### src/hdl/oerq_pkg.sv
// Shared types and constants of the overwriting event ring queue.
package oerq_pkg;

  localparam int MAX_SLOTS_DEF = 1024;
  localparam int LAP_W_DEF     = 32;

  // ring size register
  localparam int               CFG_W         = 11;
  localparam logic [CFG_W-1:0] RING_SIZE_RST = 11'd1024;

  // per-item status codes
  typedef enum logic [1:0] {
    STATUS_OK      = 2'd0,
    STATUS_EMPTY   = 2'd1,
    STATUS_DROPPED = 2'd2
  } status_t;

  // input function codes
  typedef enum logic {
    FUNC_POST = 1'b0,
    FUNC_GET  = 1'b1
  } func_t;

  // sequencer states
  typedef enum logic {
    SEQ_IDLE = 1'b0,
    SEQ_READ = 1'b1
  } seq_state_t;

  // one event record as held in a slot
  typedef struct packed {
    logic [16:0] attributes;
    logic [15:0] portal_index;
    logic [63:0] user_job_ids;
    logic [63:0] peer_process;
    logic [63:0] match_word;
    logic [63:0] requested_length;
    logic [63:0] manipulated_length;
    logic [63:0] offset_remote;
    logic [63:0] start_address;
    logic [63:0] user_tag;
    logic [63:0] header_word;
  } record_t;

  localparam int REC_W = $bits(record_t);

  // commands from sequencer to pointer control
  typedef struct packed {
    logic post;
    logic get;
  } ctrl_cmd_t;

  // ring status seen by the sequencer
  typedef struct packed {
    logic empty;
    logic dropped;
  } ctrl_stat_t;

endpackage

### src/hdl/oerq_ctrl.sv
// Ring pointers, lap counters, overflow mark and ring size register.
module oerq_ctrl #(
  parameter int MAX_SLOTS = oerq_pkg::MAX_SLOTS_DEF,
  parameter int LAP_WIDTH = oerq_pkg::LAP_W_DEF,
  parameter int PTR_W     = $clog2(MAX_SLOTS)
) (
  input  logic                       clk,
  input  logic                       rst_n,
  input  logic                       cfg_wr_en,
  input  logic [oerq_pkg::CFG_W-1:0] cfg_wr_data,
  input  oerq_pkg::ctrl_cmd_t        cmd,
  output logic [PTR_W-1:0]           wr_ptr,
  output logic [PTR_W-1:0]           rd_ptr,
  output oerq_pkg::ctrl_stat_t       stat
);

  localparam int CMP_W = (PTR_W + 1 > oerq_pkg::CFG_W) ? PTR_W + 1 : oerq_pkg::CFG_W;
  localparam logic [CMP_W-1:0] MAX_C = CMP_W'(MAX_SLOTS);
  localparam logic [CMP_W-1:0] ONE_C = CMP_W'(1);

  logic [oerq_pkg::CFG_W-1:0] size_r;
  logic [PTR_W-1:0]           wr_ptr_r, wr_ptr_nxt;
  logic [PTR_W-1:0]           rd_ptr_r, rd_ptr_nxt;
  logic [LAP_WIDTH-1:0]       wr_lap_r, wr_lap_nxt;
  logic [LAP_WIDTH-1:0]       rd_lap_r, rd_lap_nxt;
  logic                       lost_r, lost_nxt;

  logic [CMP_W-1:0] size_ext, eff_size, wr_inc, rd_inc;
  logic             empty;

  // clamp size into 1..MAX_SLOTS
  always_comb begin
    size_ext = CMP_W'(size_r);
    priority if (size_ext == '0) begin
      eff_size = ONE_C;
    end else if (size_ext > MAX_C) begin
      eff_size = MAX_C;
    end else begin
      eff_size = size_ext;
    end
  end

  assign wr_inc = CMP_W'(wr_ptr_r) + ONE_C;
  assign rd_inc = CMP_W'(rd_ptr_r) + ONE_C;
  assign empty  = (wr_ptr_r == rd_ptr_r) && (wr_lap_r == rd_lap_r);

  always_comb begin
    wr_ptr_nxt = wr_ptr_r;
    wr_lap_nxt = wr_lap_r;
    rd_ptr_nxt = rd_ptr_r;
    rd_lap_nxt = rd_lap_r;
    lost_nxt   = lost_r;
    if (cmd.post) begin
      // writer a lap ahead and at/past reader: overwriting unread slot
      if ((wr_lap_r != rd_lap_r) && (wr_ptr_r >= rd_ptr_r)) begin
        lost_nxt = 1'b1;
      end
      if (wr_inc >= eff_size) begin
        wr_ptr_nxt = '0;
        wr_lap_nxt = wr_lap_r + LAP_WIDTH'(1);
      end else begin
        wr_ptr_nxt = wr_inc[PTR_W-1:0];
      end
    end else if (cmd.get && !empty) begin
      lost_nxt = 1'b0;
      if (rd_inc >= eff_size) begin
        rd_ptr_nxt = '0;
        rd_lap_nxt = rd_lap_r + LAP_WIDTH'(1);
      end else begin
        rd_ptr_nxt = rd_inc[PTR_W-1:0];
      end
    end
  end

  always_ff @(posedge clk) begin
    if (!rst_n) begin
      size_r   <= oerq_pkg::RING_SIZE_RST;
      wr_ptr_r <= '0;
      rd_ptr_r <= '0;
      wr_lap_r <= '0;
      rd_lap_r <= '0;
      lost_r   <= 1'b0;
    end else begin
      if (cfg_wr_en) begin
        size_r <= cfg_wr_data;
      end
      wr_ptr_r <= wr_ptr_nxt;
      rd_ptr_r <= rd_ptr_nxt;
      wr_lap_r <= wr_lap_nxt;
      rd_lap_r <= rd_lap_nxt;
      lost_r   <= lost_nxt;
    end
  end

  assign wr_ptr       = wr_ptr_r;
  assign rd_ptr       = rd_ptr_r;
  assign stat.empty   = empty;
  assign stat.dropped = lost_r;

  // empty get must not move the reader
  a_empty_get_holds: assert property (@(posedge clk) disable iff (!rst_n)
    (cmd.get && !cmd.post && empty) |=> ($stable(rd_ptr_r) && $stable(rd_lap_r)))
    else $error("reader moved on empty get");

  // a non-empty get always clears the overflow mark
  a_get_clears_lost: assert property (@(posedge clk) disable iff (!rst_n)
    (cmd.get && !cmd.post && !empty) |=> !lost_r)
    else $error("overflow mark survived a get");

  // overflow mark only rises on a post
  a_lost_on_post: assert property (@(posedge clk) disable iff (!rst_n)
    $rose(lost_r) |-> $past(cmd.post))
    else $error("overflow mark set without post");

endmodule

### config.mk
export PLATFORM = sky130hd
export DESIGN_NAME = oerq_ctrl
export DESIGN_NICKNAME = d
export VERILOG_FILES = /design/src/hdl/oerq_pkg.sv /design/src/hdl/oerq_ctrl.sv
export SDC_FILE = /design/constraint.sdc
export NUM_CORES = 1
export LEC_CHECK = 0
export BUFFER_PORTS_ARGS = -buffer_cell sky130_fd_sc_hd__buf_2
export CORE_MARGIN = 2
export CORE_UTILIZATION = 25
export CTS_BUF_LIST = sky130_fd_sc_hd__clkbuf_8
export DETAILED_ROUTE_END_ITERATION = 12
export GPL_TIMING_DRIVEN = 0
export HOLD_SLACK_MARGIN = 0.12
export PLACE_DENSITY = 0.46
export SLEW_MARGIN = 20
export SYNTH_ARGS = -nofsm -noshare
export SYNTH_HDL_FRONTEND = slang
export SYNTH_SLANG_ARGS = --single-unit
export TNS_END_PERCENT = 100
### constraint.sdc
create_clock -name clk -period 5.4 [get_ports clk]
set_input_delay 0 -clock clk [delete_from_list [all_inputs] [get_ports clk]]
set_output_delay 0 -clock clk [all_outputs]
set_load 0.01 [all_outputs]
Yosys cells after proc, flatten, opt, wreduce, memory -nomap -nowiden
Cells that the tools add are included.

word-level totals
  register bits = 96
  output and inout port bits = 22
  word-level logic and storage cells = 36
  input bits = 16

operators by class
  equal/unequal tests = 4
  bitwise gates (word level) = 1
  $lt $le $gt $ge = 4
  muxes and demuxes = 7
  add/subtract/negate cells = 4
  reduce and logical (&&, ||, !) cells = 10

operators with widths
  cell                                           count
  adder 32 x 1 -> 32 bit, second input constant  2
  == test 32 bit                                 1
  != test 32 bit                                 1
  adder 10 x 1 -> 11 bit, second input constant  2
  >= comparator 11 bit                           2
  two-way mux 11 bit                             2
  two-way mux 10 bit                             2
  > comparator 11 bit, second input constant     1
  logical NOT 11 bit                             1
  == test 10 bit                                 1
  >= comparator 10 bit                           1
  AND reduction 2 bit                            3
  logical AND 1 bit                              3
  two-way mux 1 bit                              3
  AND reduction 3 bit                            1
  != test 2 x 1 -> 1 bit, second input constant  1
  nonzero test 2 bit                             1
  logical NOT 1 bit                              1
  inverter 1 bit                                 1

Longest topological paths before layout
  depth in word-level cells = 6
  mapped depth = 15
  depth with buffers taken out = 14

Worst setup path before layout
Ideal clock, no wire load.

  kind = register to register
  start = reg rd_ptr_r[0] (netlist: rd_ptr[0])
  end = reg rd_lap_r[31]
  library setup time = 118 ps
  period minus slack after synthesis = 3,542 ps
  setup slack = 1,858 ps
  buffers on the path = 0
  cell stages (with the launch flop) = 14
  required time = 5,282 ps
  arrival = 3,424 ps
  cells stage by stage = dfxtp_1 -> and3_1 -> nand3_1 -> or3_1 -> nor3_1 -> xnor2_1 -> ha_1 -> and3_1 -> nand4_1 -> a2111oi_0 -> nor4_2 -> or2_2 -> or3_1 -> mux2i_1

between the ends
  word-level cells in the longest chain between the ends = 5
  elaborated cells between the ends (all ways) = 7
  classes of those cells = 1 x add/sub; 1 x order compare; 1 x eq/ne; 4 x reduce/logical

ends and longest elaborated chain
  what                                                                            line             text
  start: declaration                                                              oerq_ctrl.sv:23  logic [PTR_W-1:0] rd_ptr_r, rd_ptr_nxt;
  start signal: assignment                                                        oerq_ctrl.sv:88  rd_ptr_r <= rd_ptr_nxt;
  parallel branches: the longest is 4 deep, another holds adder 10 x 1 -> 11 bit  -
  AND reduction 3 bit (no line) (*)                                               -
  end signal: assignment                                                          oerq_ctrl.sv:90  rd_lap_r <= rd_lap_nxt;
  end: declaration                                                                oerq_ctrl.sv:25  logic [LAP_WIDTH-1:0] rd_lap_r, rd_lap_nxt;

Every way passes the cells marked *.
A chain may end at the register's enable or synchronous reset.

Worst setup path in the final report
  start = reg wr_ptr_r[0] (netlist: wr_ptr[0])
  end = reg wr_lap_r[11]

between the ends
  word-level cells in the longest chain between the ends = 3

ends and longest elaborated chain
  what                           line             text
  start: declaration             oerq_ctrl.sv:22  logic [PTR_W-1:0] wr_ptr_r, wr_ptr_nxt;
  start signal: assignment       oerq_ctrl.sv:87  wr_ptr_r <= wr_ptr_nxt;
  adder 10 x 1 -> 11 bit         oerq_ctrl.sv:43  assign wr_inc = CMP_W'(wr_ptr_r) + ONE_C;
  >= comparator 11 bit           oerq_ctrl.sv:58  if (wr_inc >= eff_size) begin
  AND reduction 2 bit (no line)  -
  end signal: assignment         oerq_ctrl.sv:89  wr_lap_r <= wr_lap_nxt;
  end: declaration               oerq_ctrl.sv:24  logic [LAP_WIDTH-1:0] wr_lap_r, wr_lap_nxt;

No other way between the ends.

==> run_results.csv <==
group,metric,value,unit
run_status,outcome,"complete, no violations",
yosys,syn_inst,712,
finish,nNetsFinal,826,
yosys,syn-cell-area,0.00582,mm2
setup_path,crit_type,"flop to flop",
clock_tree,cts_resized,0,
floorplanning,dieArea,0.0245,mm2
drt,drtIter0Drc,325,
placement,portBuffers,37,
timing,fmax,214,MHz
setup_path,worstSetupStartpointType,"flop",
yosys,syn_nets,764,
setup_path,end_kind,"flop",
placement,finalWeightedCongestion,0.801,
yosys,yosysSeqAreaShare,0.330,
setup_path,crit_path_max_fanout,10,
global_routing,grt_pass1_vias,4858,
floorplanning,ios,38,
power_and_ir_drop,power.static_leakage,2.73,nW
floorplanning,initial_core_util,0.255,
placement,place.detailed.hpwl,13700,um
drt,dr.pass1.iters,4,
drt,wirelength,18400,um
global_routing,grt_pass1_wl,28500,um
timing,final_max_slew_viol_count,0,
global_routing,antenna_found_initial,0,
timing,hold_ws,0.178,ns
power_and_ir_drop,irDropWorstVdd,0.0959,mV
yosys,synth_enable_flop_cells,0,
clock_tree,clkTransAtPathRegs,0.10,ns
clock_tree,clock_latency,0.38,ns
floorplanning,rows,55,
clock_tree,cts_buffer_depth,2,
job,drv_cap,0,
global_routing,grt_usage,0.153,
floorplanning,die_width,157,um
clock_tree,cts_tree,"yes",
drt,routed-via-count,5384,
timing,finalCritPeriodShare,0.864,
placement,dp.cells,1062,
finish,drive_gt1_frac,0.0810,
placement,place_ws,0.709,ns
clock_tree,clockRootBuffer,"clkbuf_8",
power_and_ir_drop,power_density,214,mW/mm2
worst_hold_path,min_path_type,"input pin to flop",
timing,slew_headroom,0.413,
drt,drcViolationCount,0,
drt,post_drt_wl_per_cell,16.8,um
timing,finalSetupTns,0,ns
finish,syn_to_final_growth,16.1,%
clock_tree,cts.sinks,96,
floorplanning,fp.coreArea,0.0228,mm2
finish,n_fill_cell,2422,
yosys,yosys_register_bits,96,
setup_path,cp.required,5.71,ns
yosys,ys_warn_count,0,
drt,postRouteAntennaNets,0,
yosys,syn_avg_cell_area,8.17,um2
timing,fin_ws,0.732,ns
clock_tree,cts_buffers,9,
finish,mostFrequentLayoutCells,"dfxtp_1 (96), nand2_1 (69), nand3_1 (49)",
finish,instances_no_fill,1091,
timing,hold_viol_final,0,
yosys,async_reset_ff_frac,0,
drt,via_per_inst,4.93,
yosys,ys_types,47,
timing,worst_pin_slew,0.873,ns
finish,final_common_cell,"dfxtp_1",
timing,skew,0.0137,ns
global_routing,grt_max_degree,15,
global_routing,grt_overflow,0,
setup_path,worstPathArrival,4.97,ns
finish,num_antenna_cells,0,
clock_tree,htreeDepth,3,
power_and_ir_drop,power,1.45,mW
timing,setup_violations,0,
floorplanning,die_h,157,um
yosys,synth_top_flop_cell,"dfxtp_1",
timing,period_minus_slack,4.67,ns
timing,rsz0062_at_grt,"no",
layout make-up:
cell class,instances,area [um2],area share
Multi-Input combinational cell,558,3670,0.543
Sequential cell,96,1920,0.284
Tap cell,313,392,0.0580
Timing Repair Buffer,51,325,0.0481
Clock buffer,11,151,0.0224
Buffer,33,136,0.0202
Inverter,25,93.8,0.0139
Clock inverter,4,68.8,0.0102
metal layers:
metal / GRT usage / part of all wire / routed length, um / vias to the layer above
li1: - / - / - / 2697
met1: 0.231 / 0.52 / 9550 / 2548
met2: 0.221 / 0.42 / 7660 / 124
met3: 0.0238 / 0.048 / 890 / 15
met4: 0.0459 / 0.014 / 248 / 0
met5: 0 / 0 / 0 / -
stage by stage:
stage	instance area, um2	util
2_1_floorplan	5820	-
3_3_place_gp	6400	0.281
3_5_place_dp	6400	0.281
4_1_cts	6760	0.297
5_1_grt	6760	0.297
6_report	6760	0.297
synth_stat cells, types with 3 or more instances:
master	number	area, um2
a31oi_1	7	43.8
o22ai_1	7	43.8
clkbuf_1	24	90.1
nand3_1	49	245
and3_1	15	93.8
nand4_1	27	169
nor2_1	46	173
xor2_1	40	350
dfxtp_1	96	1920
and2_1	6	37.5
nand2b_1	19	119
or3_1	23	144
nor3_1	11	55.1
o211ai_1	5	37.5
xnor2_1	30	263
o21a_1	5	37.5
and4_1	6	52.6
buf_1	3	11.3
nor4b_1	5	43.8
mux2i_1	23	230
o21ai_0	17	85.1
a21o_1	7	52.6
ha_1	36	450
nand3b_1	4	30.0
nor4_1	19	119
a21boi_0	3	22.5
nor2b_1	3	18.8
buf_2	4	20.0
inv_1	25	93.8
nand2_1	69	259
or4_1	13	97.6
a21oi_1	37	185
o31ai_1	8	60.1
where the power goes:
part           internal (mW)  total (mW)  switching (mW)  leakage, nW
combinational         0.0588       0.171           0.112         1.84
sequential             0.716       0.728          0.0118        0.776
clock                  0.282       0.547           0.265        0.117
sequential cells by signal, summed over array words and instances (netlist names):
name      flops
lost_r        1
rd_lap_r     32
rd_ptr       10
size_ext     11
wr_lap_r     32
wr_ptr       10
path summary, 6_finish.rpt:
path | depth (start not counted) | end | slack, ns | from
setup / recovery | 15 | wr_lap_r[11] | 0.73 | wr_ptr[0]
setup reg to reg | 15 | wr_lap_r[11] | 0.73 | wr_ptr[0]
hold / removal | 4 | wr_lap_r[10] | 0.18 | cmd[1]
hold reg to reg | 2 | rd_ptr[9] | 0.49 | rd_ptr[9]
worst max-delay path: stages (launching register included):
cell and delay [ns]:
dfxtp_1 0.48, ha_1 0.34, nand3_1 0.23, nor2_1 0.30, and3_1 0.29, xor2_1 0.17
ha_1 0.27, a21o_1 0.18, a21o_1 0.17, a21oi_1 0.18, o2111ai_1 0.42, nand3_1 0.26
clkbuf_1 0.45, clkbuf_1 0.52, o21ai_0 0.19, a21oi_1 0.15
what timing repair did:
| action | in CTS | in global routing |
|---|---|---|
| buffers inserted | 0 | 0 |
| endpoints found under the hold margin | 15 | 0 |
| hold buffers | 14 | 0 |
cells by family (layout without fill, tap and decap cells):
logic type      after synthesis  in the layout  synth area share
fa+ha+maj                    36             36            0.0774
simple gates                322            322             0.295
xor+xnor                     70             70             0.105
compound gates              107            107             0.113
flops                        96             96             0.330
mux                          23             23            0.0396
buf+inv                      58            124            0.0396
Power figures use the tool's default switching activity.
