--- config.mk ---
export PLATFORM = sky130hd
export DESIGN_NAME = oerq_ram
export DESIGN_NICKNAME = d
export VERILOG_FILES = /design/src/hdl/oerq_ram.sv
export SDC_FILE = /design/constraint.sdc
export NUM_CORES = 1
export LEC_CHECK = 0
export BUFFER_PORTS_ARGS = -buffer_cell sky130_fd_sc_hd__buf_2
export CORE_MARGIN = 3
export CORE_UTILIZATION = 35
export CTS_CLUSTER_DIAMETER = 30
export DETAILED_ROUTE_END_ITERATION = 6
export SYNTH_ARGS = -nofsm -noshare
export SYNTH_HDL_FRONTEND = slang
export SYNTH_SLANG_ARGS = --single-unit
--- constraint.sdc ---
create_clock -name clk -period 5.6 [get_ports clk]
set_clock_uncertainty 0.05 [all_clocks]
set_input_delay 1.12 -clock clk [delete_from_list [all_inputs] [get_ports clk]]
set_output_delay 1.12 -clock clk [all_outputs]
set_load 0.02 [all_outputs]
--- src/hdl/oerq_ram.sv ---
// Generic single-write, single-read RAM with registered read data.
module oerq_ram #(
  parameter int WIDTH = 8,
  parameter int DEPTH = 16,
  parameter int ADDR_W = $clog2(DEPTH)
) (
  input  logic              clk,
  input  logic              we,
  input  logic [ADDR_W-1:0] waddr,
  input  logic [WIDTH-1:0]  wdata,
  input  logic              re,
  input  logic [ADDR_W-1:0] raddr,
  output logic [WIDTH-1:0]  rdata
);

  logic [WIDTH-1:0] mem [DEPTH];
  logic [WIDTH-1:0] rdata_r;

  always_ff @(posedge clk) begin
    if (we) begin
      mem[waddr] <= wdata;
    end
    if (re) begin
      rdata_r <= mem[raddr];
    end
  end

  assign rdata = rdata_r;

endmodule

=== After elaboration in Yosys (flattened, before gate mapping) ===
Memories as Yosys holds them, arrays and structs flattened. A register that Yosys moved wholly into a read port is not among the register bits.
Index checks and enable logic that the tools add are counted.

* Muxes and demuxes: 2

{| class="wikitable"
|+ Operators by type and width
! kind !! count
|-
| $mux W1 || 2
|}

* Register bits: 0
* Bits in writable memories: 128
* Memories: 1

{| class="wikitable"
|+ Memory list
! memory !! depth !! bits a word !! rd ports !! clocked after Yosys merged registers in !! write ports !! RTL line !! text
|-
| mem || 16 || 8 || 1 || 1 || 1 || 16 || <nowiki>logic [WIDTH-1:0] mem [DEPTH];</nowiki>
|}

=== Logic depth before layout (Yosys ltp) ===
Gate-level depths: netlist of the first run.

* Depth after elaboration: 2
* Depth in mapped cells: 5
* Mapped depth without buffers: 3

=== Worst setup path before layout of the first run ===
OpenSTA, ideal clock, no wires.

* Path type: input-to-reg
* Start: input port waddr[2]
* End: memory mem[0][0] (enable)
* Library setup time: 0.383 ns
* Arrival time: 2.230 ns
* Slack: 2.937 ns
* Stages on the path: 2
* Path buffers: 0
* Cells stage by stage: or3b_2 > nor3_1

{| class="wikitable"
|+ RTL lines
! element !! RTL line !! text
|-
| start: declaration || 9 || <nowiki>input logic [ADDR_W-1:0] waddr,</nowiki>
|-
| end: declaration || 16 ||
|}

No word-level cell before the write port.

==> summary.md, run 1 <==
| Metric | Value |
|---|---|
| Status | completed |
| Worst Setup End Kind | flip-flop |
| Post-DR vias/cell | 5.20 |
| Yosys warning total | 0 |
| First-pass GRT wire length | about 16,000 um |
| Post_cts resized | 0 |
| Setup CP Type | in2reg |
| Routed Antenna Nets | 0 |
| Setup bufs post-CTS | 0 |
| TritonRoute pass-1 iters | 4 |
| Final Hold Fails | 0 |
| Routed vias | 2,411 |
| Clock Pin Slew Worst Setup and Hold Paths | around 0.05 ns |
| Syn Nets | 248 |
| Vias in the first global route | 2,590 |
| Iteration-0 DRC Markers | ~190 |
| Slew headroom | 22.6% |
| Core Area | about 0.015 mm2 |
| Routability cong. | between 0.7 and 0.8 |
| Worst reg2reg path depth | 3 |
| Final worst slack | 2.69 ns |
| RSZ-0062 raised after global routing | false |
| Min-delay worst type | reg2reg |
| Mapped Area | about 0.0052 mm2 |
| Die height | between 100 and 150 um |
| Slew Viols, Final | 0 |
| Critical path's largest stage delay | roughly 0.60 ns |
| Latest clock arrival within the worst-skew pair | ~0.41 ns |
| Max cap viols | 0 |
| Register area share after synthesis | 78.1% |
| IO Count | 27 |
| Worst Max-Slew Pin Slew | ~1.2 ns |
| Crit path max-delay cell type | mux4_1 |
| Die X | 128 um |
| P_leak | around 2 nW |
| H-tree Lvls | 4 |
| Die area | approximately 0.016 mm2 |
| Total CTS buffers | 17 |
| CTS max path bufs | 2 |
| Maximum clock rate | about 0.34 GHz |
| Count of cell types in the netlist | 18 |
| Commonest non-fill, non-tap cells in the layout | edfxtp_1 (136), buf_2 (26), mux4_2 (18), clkbuf_16 (17), a22oi_1 (16) |
| Total Wirelength | about 10,000 um |
| Cell count after synthesis | between 200 and 250 |
| Initial antenna violation count | 0 |
| Hold Path Sink | rdata[1] |
| Share of cells above drive strength 1 | between 20% and 30% |
| Worst vdd ir | 244 uV |
| Util after Layout | a little over two fifths |
| Crit-path max FO | 17 |
| Seq cells post-synth | around 140 |
| Hold Buf Count CTS | 0 |
| ANT cells | 0 |
| Startpoint types | primary input |
| Xor and xnor area share after synthesis | 0% |
| Hold wc startpoint | mem[15][1] |
| Post-synthesis adder-cell area fraction | 0% |
| Setup TNS | 0 ns |
| CP arrival | 3.01 ns |
| Final period utilization | between 50% and 60% |
| Initial Utilization | between 30% and 40% |
| Power per cell area | around 380 mW/mm2 |
| Nets | ~290 |
| Gr usage total | between 10 and 15% |
| WL per Instance | approximately 22 um |
| CP delay by family, top | buffers and inverters |
| Grt ovf | 0 |
| Input/output buffers | 26 |
| Final setup fails | 0 |
| Largest family of logic cells by synthesized area | multiplexers |
| Reg-to-reg setup timing slack | approximately 4 ns |
| Reg2reg start | mem[1][2] |
| Clk sinks | roughly 140 |
| Post-Syn Area per Cell | 22.8 um2 |
| FF-to-FF End | rdata[2] |
| Buf/Inv on CP | 2 |
| Hold path depth | 3 |
| Mux share of post-synthesis cell area | 14.8% |
| Fin crit period | ~2.9 ns |
| Pre-CTS setup slack | 2.24 ns |
| CTS tree | yes |
| Commonest non-fill, non-tap cell in the layout | edfxtp_1 |
| Largest net degree at the start of global routing | 33 |
| Root Driver | clkbuf_16 |
| Row cnt | 44 |
| Crit-path cells | buf_2, buf_4, mux4_1, a22oi_1, nand2_1 |
| CP required | ~5.7 ns |
| Post-synthesis compound-gate area fraction | 2.30% |
| Detailed placement HPWL | 6410 um |
| Filler cells | around 1,200 |
| Synth Area in Simple Gates | 3.14% |
| Synthesis-to-layout area growth | 16.8% |
| # DRC | 0 |
==> power breakdown <==
| part | total, mW | internal [mW] | switching (mW) |
|---|---|---|---|
| clock | 1.07 | 0.688 | 0.378 |
| combinational | 0.107 | 0.0404 | 0.0665 |
| sequential | 1.15 | 1.15 | 0.00499 |
| total | 2.33 | 1.88 | 0.450 |
==> worst min-delay path, delay by kind of cell (launching register included) <==
kind             cells  cell delay [ns]
AND/OR/NAND/NOR      1             0.06
flip-flops           1             0.31
multiplexers         1             0.22
AO/OA/AOI/OAI        1             0.06
==> area by class of cell <==
| type | count | area [um2] | area share (%) |
|---|---|---|---|
| clock inverter | 12 | 133 | 2.17 |
| tap | 184 | 230 | 3.77 |
| timing repair buffer | 29 | 153 | 2.50 |
| sequential | 136 | 4080 | 66.9 |
| multi-input combinational | 83 | 1070 | 17.5 |
| clock buffer | 20 | 437 | 7.15 |
==> state kept, by name, indices dropped and copies added (netlist names) <==
register	count
mem	128
rdata	8
==> how the worst max path moves through the flow <==
| stage | start | endpoint | slack (ns) | depth (start not counted) |
|---|---|---|---|---|
| 6_report | raddr[0] | rdata[2] | 2.69 | 5 |
| 5_1_grt | raddr[0] | rdata[3] | 2.54 | 5 |
| 3_5_place_dp | raddr[0] | rdata[2] | 2.24 | 5 |
| 2_1_floorplan | waddr[2] | mem[0][0] | 2.94 | 2 |
| 4_1_cts | raddr[0] | rdata[2] | 2.69 | 5 |
| 3_3_place_gp | raddr[0] | rdata[2] | 2.25 | 5 |
==> stage by stage <==
step | power (mW) | area, um2 | hold slack (ns) | std cells
detailed placement | 1.28 | 5530 | 0.690 | 432
finish | 2.33 | 6100 | 0.699 | 464
global route | 2.41 | 6100 | 0.739 | 464
global placement | 1.28 | 5530 | 0.684 | 432
floorplan | 1.24 | 5230 | 0.655 | 229
CTS | 2.35 | 6100 | 0.702 | 464
==> cells in the mapped netlist (all sizes together) <==
library cell / instances / area share [%]
mux4: 32 / 15
and2: 1 / 0.12
nor2: 13 / 0.93
or3b: 1 / 0.17
nand3b: 2 / 0.29
and2b: 1 / 0.14
buf: 7 / 1.1
a22oi: 16 / 2.3
edfxtp: 136 / 78
nand2b: 2 / 0.24
clkdlybuf4s25: 3 / 0.57
nor3: 4 / 0.38
nand3: 1 / 0.096
nor2b: 1 / 0.12
nand2: 9 / 0.65
==> routing by layer <==
layer  vias up  part of all wire [%]  global-route usage [%]
met1      1263                    46                    19.5
li1       1063                     -                       -
met3        11                   5.7                    4.54
met2        74                    47                    20.5
met4         0                   1.4                    5.43
met5         -                     0                       0
==> kinds of logic (layout without fill, tap and decap cells) <==
family,after synthesis,in the layout
DFF,136,136
and+or+nand+nor,35,35
buffers and inverters,10,61
AOI/OAI and AO/OA,16,16
muxes,32,32
No activity file was read; power rests on OpenSTA's default activity.
==> run 2, diff against run 1 <==
--- a/config.mk
+++ b/config.mk
@@ -5,6 +5,7 @@
 export SDC_FILE = /design/constraint.sdc
 export NUM_CORES = 1
 export LEC_CHECK = 0
+export ABC_AREA = 1
 export BUFFER_PORTS_ARGS = -buffer_cell sky130_fd_sc_hd__buf_2
 export CORE_MARGIN = 3
 export CORE_UTILIZATION = 35
==> constraint.sdc (replaced) <==
create_clock -name clk -period 3 [get_ports clk]
set_clock_uncertainty 0.05 [all_clocks]
set_input_delay 0.6 -clock clk [delete_from_list [all_inputs] [get_ports clk]]
set_output_delay 0.6 -clock clk [all_outputs]
set_load 0.02 [all_outputs]
==> summary.md, run 2 <==
| Metric | Value |
|---|---|
| First-pass GRT wire length | 21,400 um (was 15,900 um) |
| Detailed placement HPWL | 8610 um (was 6410 um) |
| CP Capture Point | rdata[7] (was rdata[2]) |
| Routability cong. | 0.860 (was 0.729) |
| TritonRoute pass-1 iters | 5 (was 4) |
| Crit-path max FO | 33 (was 17) |
| Max cap viols | 0 (unchanged) |
| Initial antenna violation count | 0 (unchanged) |
| Iteration-0 DRC Markers | 296 (was 186) |
| Final worst slack | 0.947 ns (was 2.69 ns) |
| Largest net degree at the start of global routing | 65 (was 33) |
| Prevailing post-synth register cell | edfxtp_1 (unchanged) |
| WL per Instance | 16.8 um (was 22.4 um) |
| Gr usage total | 15.7% (was 14.0%) |
| Max FFs per register | 128 (unchanged) |
| Final setup fails | 0 (unchanged) |
| Status | completed (unchanged) |
| Power per cell area | 638 mW/mm2 (was 381 mW/mm2) |
| Total Wirelength | 13,500 um (was 10,400 um) |
| Grt ovf | 0 (unchanged) |
| Hold Buf Count CTS | 0 (unchanged) |
| RSZ-0062 raised after global routing | false (unchanged) |
| CP arrival | 2.16 ns (was 3.01 ns) |
| Pre-CTS setup slack | 0.602 ns (was 2.24 ns) |
| Root Driver | clkbuf_16 (unchanged) |
| Routed vias | 3,790 (was 2,411) |
| Synth cell count leaders | nand2_1 (173), edfxtp_1 (136), inv_1 (100), nand3_1 (97), nor2_1 (17) (was edfxtp_1 (136), mux4_2 (18), a22oi_1 (16), mux4_1 (14), nor2_1 (13)) |
| Row cnt | 46 (was 44) |
| Input/output buffers | 26 (unchanged) |
| Post-DR vias/cell | 4.70 (was 5.20) |
| Post-Syn Area per Cell | 10.6 um2 (was 22.8 um2) |
| Cell count after synthesis | 551 (was 229) |
| Count of cell types in the netlist | 11 (was 18) |
| EDFF count, synth | 136 (unchanged) |
| # DRC | 0 (unchanged) |
| Final hold slack | 0.504 ns (was 0.699 ns) |
| Most common cell in the synthesized netlist | nand2_1 (was edfxtp_1) |
| CTS max path bufs | 2 (unchanged) |
| Die height | 135 um (was 128 um) |
| Syn Nets | 570 (was 248) |
| Clk sinks | 136 (unchanged) |
| H-tree Lvls | 4 (unchanged) |
| Register area share after synthesis | 69.8% (was 78.1%) |
| Die area | 0.0183 mm2 (was 0.0164 mm2) |
| Reg2reg start | mem[15][7] (was mem[1][2]) |
| Slew headroom | 42.9% (was 22.6%) |
| Synthesis-to-layout area growth | 13.4% (was 16.8%) |
| Seq cells post-synth | 136 (unchanged) |
| Filler cells | 1,552 (was 1,246) |
| Latest clock arrival within the worst-skew pair | 0.41 ns (about the same) |
| Worst vdd ir | 422 uV (was 244 uV) |
| P_leak | 2.80 nW (was 2.00 nW) |
| Post_cts resized | 0 (unchanged) |
| Worst reg2reg path depth | 6 (was 3) |
| CP required | 3.11 ns (was 5.70 ns) |
| FF-to-FF End | rdata[7] (was rdata[2]) |
| Slew Viols, Final | 0 (unchanged) |
| Worst Setup End Kind | flip-flop (unchanged) |
| Largest cells by area after synthesis | edfxtp_1 (70%), nand2_1 (11%), nand3_1 (8.3%), inv_1 (6.4%), buf_6 (1.2%) (was edfxtp_1 (78%), mux4_2 (7.8%), mux4_1 (7.0%), a22oi_1 (2.3%), nor2_1 (0.93%)) |
| Final Hold Fails | 0 (unchanged) |
| Post-synth ARST share | 0% (unchanged) |
| Die X | 135 um (was 128 um) |
| Area occupied by multi-input gates | 0.00121 mm2 (was 0.00107 mm2) |
| Worst setup startpoint | raddr[1] (was raddr[0]) |
| IO Count | 27 (unchanged) |
| Nets | 597 (was 286) |
| Setup TNS | 0 ns (unchanged) |
| Vias in the first global route | 3,794 (was 2,590) |
| Startpoint types | primary input (unchanged) |
| Initial Utilization | 36.3% (was 35.8%) |
| Biggest register | mem (unchanged) |
| Final period utilization | approximately two thirds |
| Worst Max-Slew Pin Slew | 0.854 ns (was 1.16 ns) |
| Clock Pin Slew Worst Setup and Hold Paths | 0.06 ns (was 0.05 ns) |
| Commonest non-fill, non-tap cell in the layout | nand2_1 (was edfxtp_1) |
| Share of cells above drive strength 1 | 9.18% (was 26.1%) |
| Dpl cells | 775 (was 432) |
| Commonest non-fill, non-tap cells in the layout | nand2_1 (173), edfxtp_1 (136), inv_1 (100), nand3_1 (97), buf_2 (26) (was edfxtp_1 (136), buf_2 (26), mux4_2 (18), clkbuf_16 (17), a22oi_1 (16)) |
| Maximum clock rate | between 0.4 and 0.5 GHz |
| Routed Antenna Nets | 0 (unchanged) |
| Core Area | 0.0161 mm2 (was 0.0146 mm2) |
| Reg-to-reg setup timing slack | 1.77 ns (was 4.02 ns) |
| Yosys top cell area share | 69.8% (was 78.1%) |
| Mapped Area | 0.00585 mm2 (was 0.00523 mm2) |
| Setup CP Type | in2reg (unchanged) |
| Min-delay worst type | in2reg (was reg2reg) |
| CTS tree | yes (unchanged) |
| Flip-flop and latch area | 0.00408 mm2 (unchanged) |
| Final non-filler cell total | 806 (was 464) |
| Setup bufs post-CTS | 0 (unchanged) |
| Cell taking the most area after synthesis | edfxtp_1 (unchanged) |
| Yosys warning total | 0 (unchanged) |
| Fin crit period | ~2.1 ns |
| Total CTS buffers | 17 (unchanged) |
[run 2: changes by cell type after synthesis, sizes merged]
cell	delta
nor2	+4
inv	+102
nor2b	-1
a22oi	-16
or3b	-1
nand2b	-2
clkdlybuf4s25	-3
mux4	-32
nand2	+164
buf	+17
and2b	-1
and2	-1
nor3	-4
nand3	+96
[run 2: critical path, cell delays in order]
cell and delay (ns):
buf_2 0.53, inv_2 0.44, nand3_1 0.20, nand3_1 0.11, nand3_1 0.16, nand2_1 0.08
[run 2: worst min path at each step]
| stage | startpoint | to | slack [ns] | cells after the start |
|---|---|---|---|---|
| 6_report | re | rdata[1] | 0.50 | 1 |
| 5_1_grt | re | rdata[1] | 0.50 | 1 |
| 4_1_cts | re | rdata[1] | 0.50 | 1 |
| 3_5_place_dp | mem[14][0] | rdata[0] | 0.71 | 6 |
| 3_3_place_gp | mem[14][4] | rdata[4] | 0.69 | 6 |
| 2_1_floorplan | mem[10][0] | rdata[0] | 0.63 | 6 |
[run 2: routing by layer]
| layer | track usage [%] | share of wire [%] |
|---|---|---|
| met5 | 0 | 0 |
| met4 | 5.71 | 1.5 |
| met3 | 3.90 | 5.1 |
| met2 | 23.3 | 46 |
| met1 | 22.5 | 47 |
[run 2: cell type report]
cell class / count / share of cell area, %
tap: 216 / 4.08
timing repair buffer: 32 / 2.64
clock buffer: 21 / 6.64
antenna: 2 / 0.0755
sequential: 136 / 61.6
multi-input combinational: 289 / 18.3
clock inverter: 8 / 0.887
inverter: 102 / 5.77
[run 2: cells by family after synthesis]
family | share of synthesized area, %
buf+inv | 9.39
flops | 69.8
simple gates | 20.8
[run 2: where the power goes]
group          total [mW]  internal, mW  switching (mW)
Clock                1.82          1.11           0.711
Combinational       0.257        0.0673           0.190
Sequential           2.16          2.14          0.0148
Total                4.23          3.32           0.916
[run 2: stage by stage]
| step | utilization, % | instance area (um2) | power, mW |
|---|---|---|---|
| finish | 41.1 | 6630 | 4.23 |
| global route | 41.1 | 6630 | 4.37 |
| CTS | 41.1 | 6630 | 4.27 |
| detailed placement | 38.0 | 6130 | 2.45 |
| global placement | 38.0 | 6130 | 2.45 |
| floorplan | - | 5850 | 2.35 |
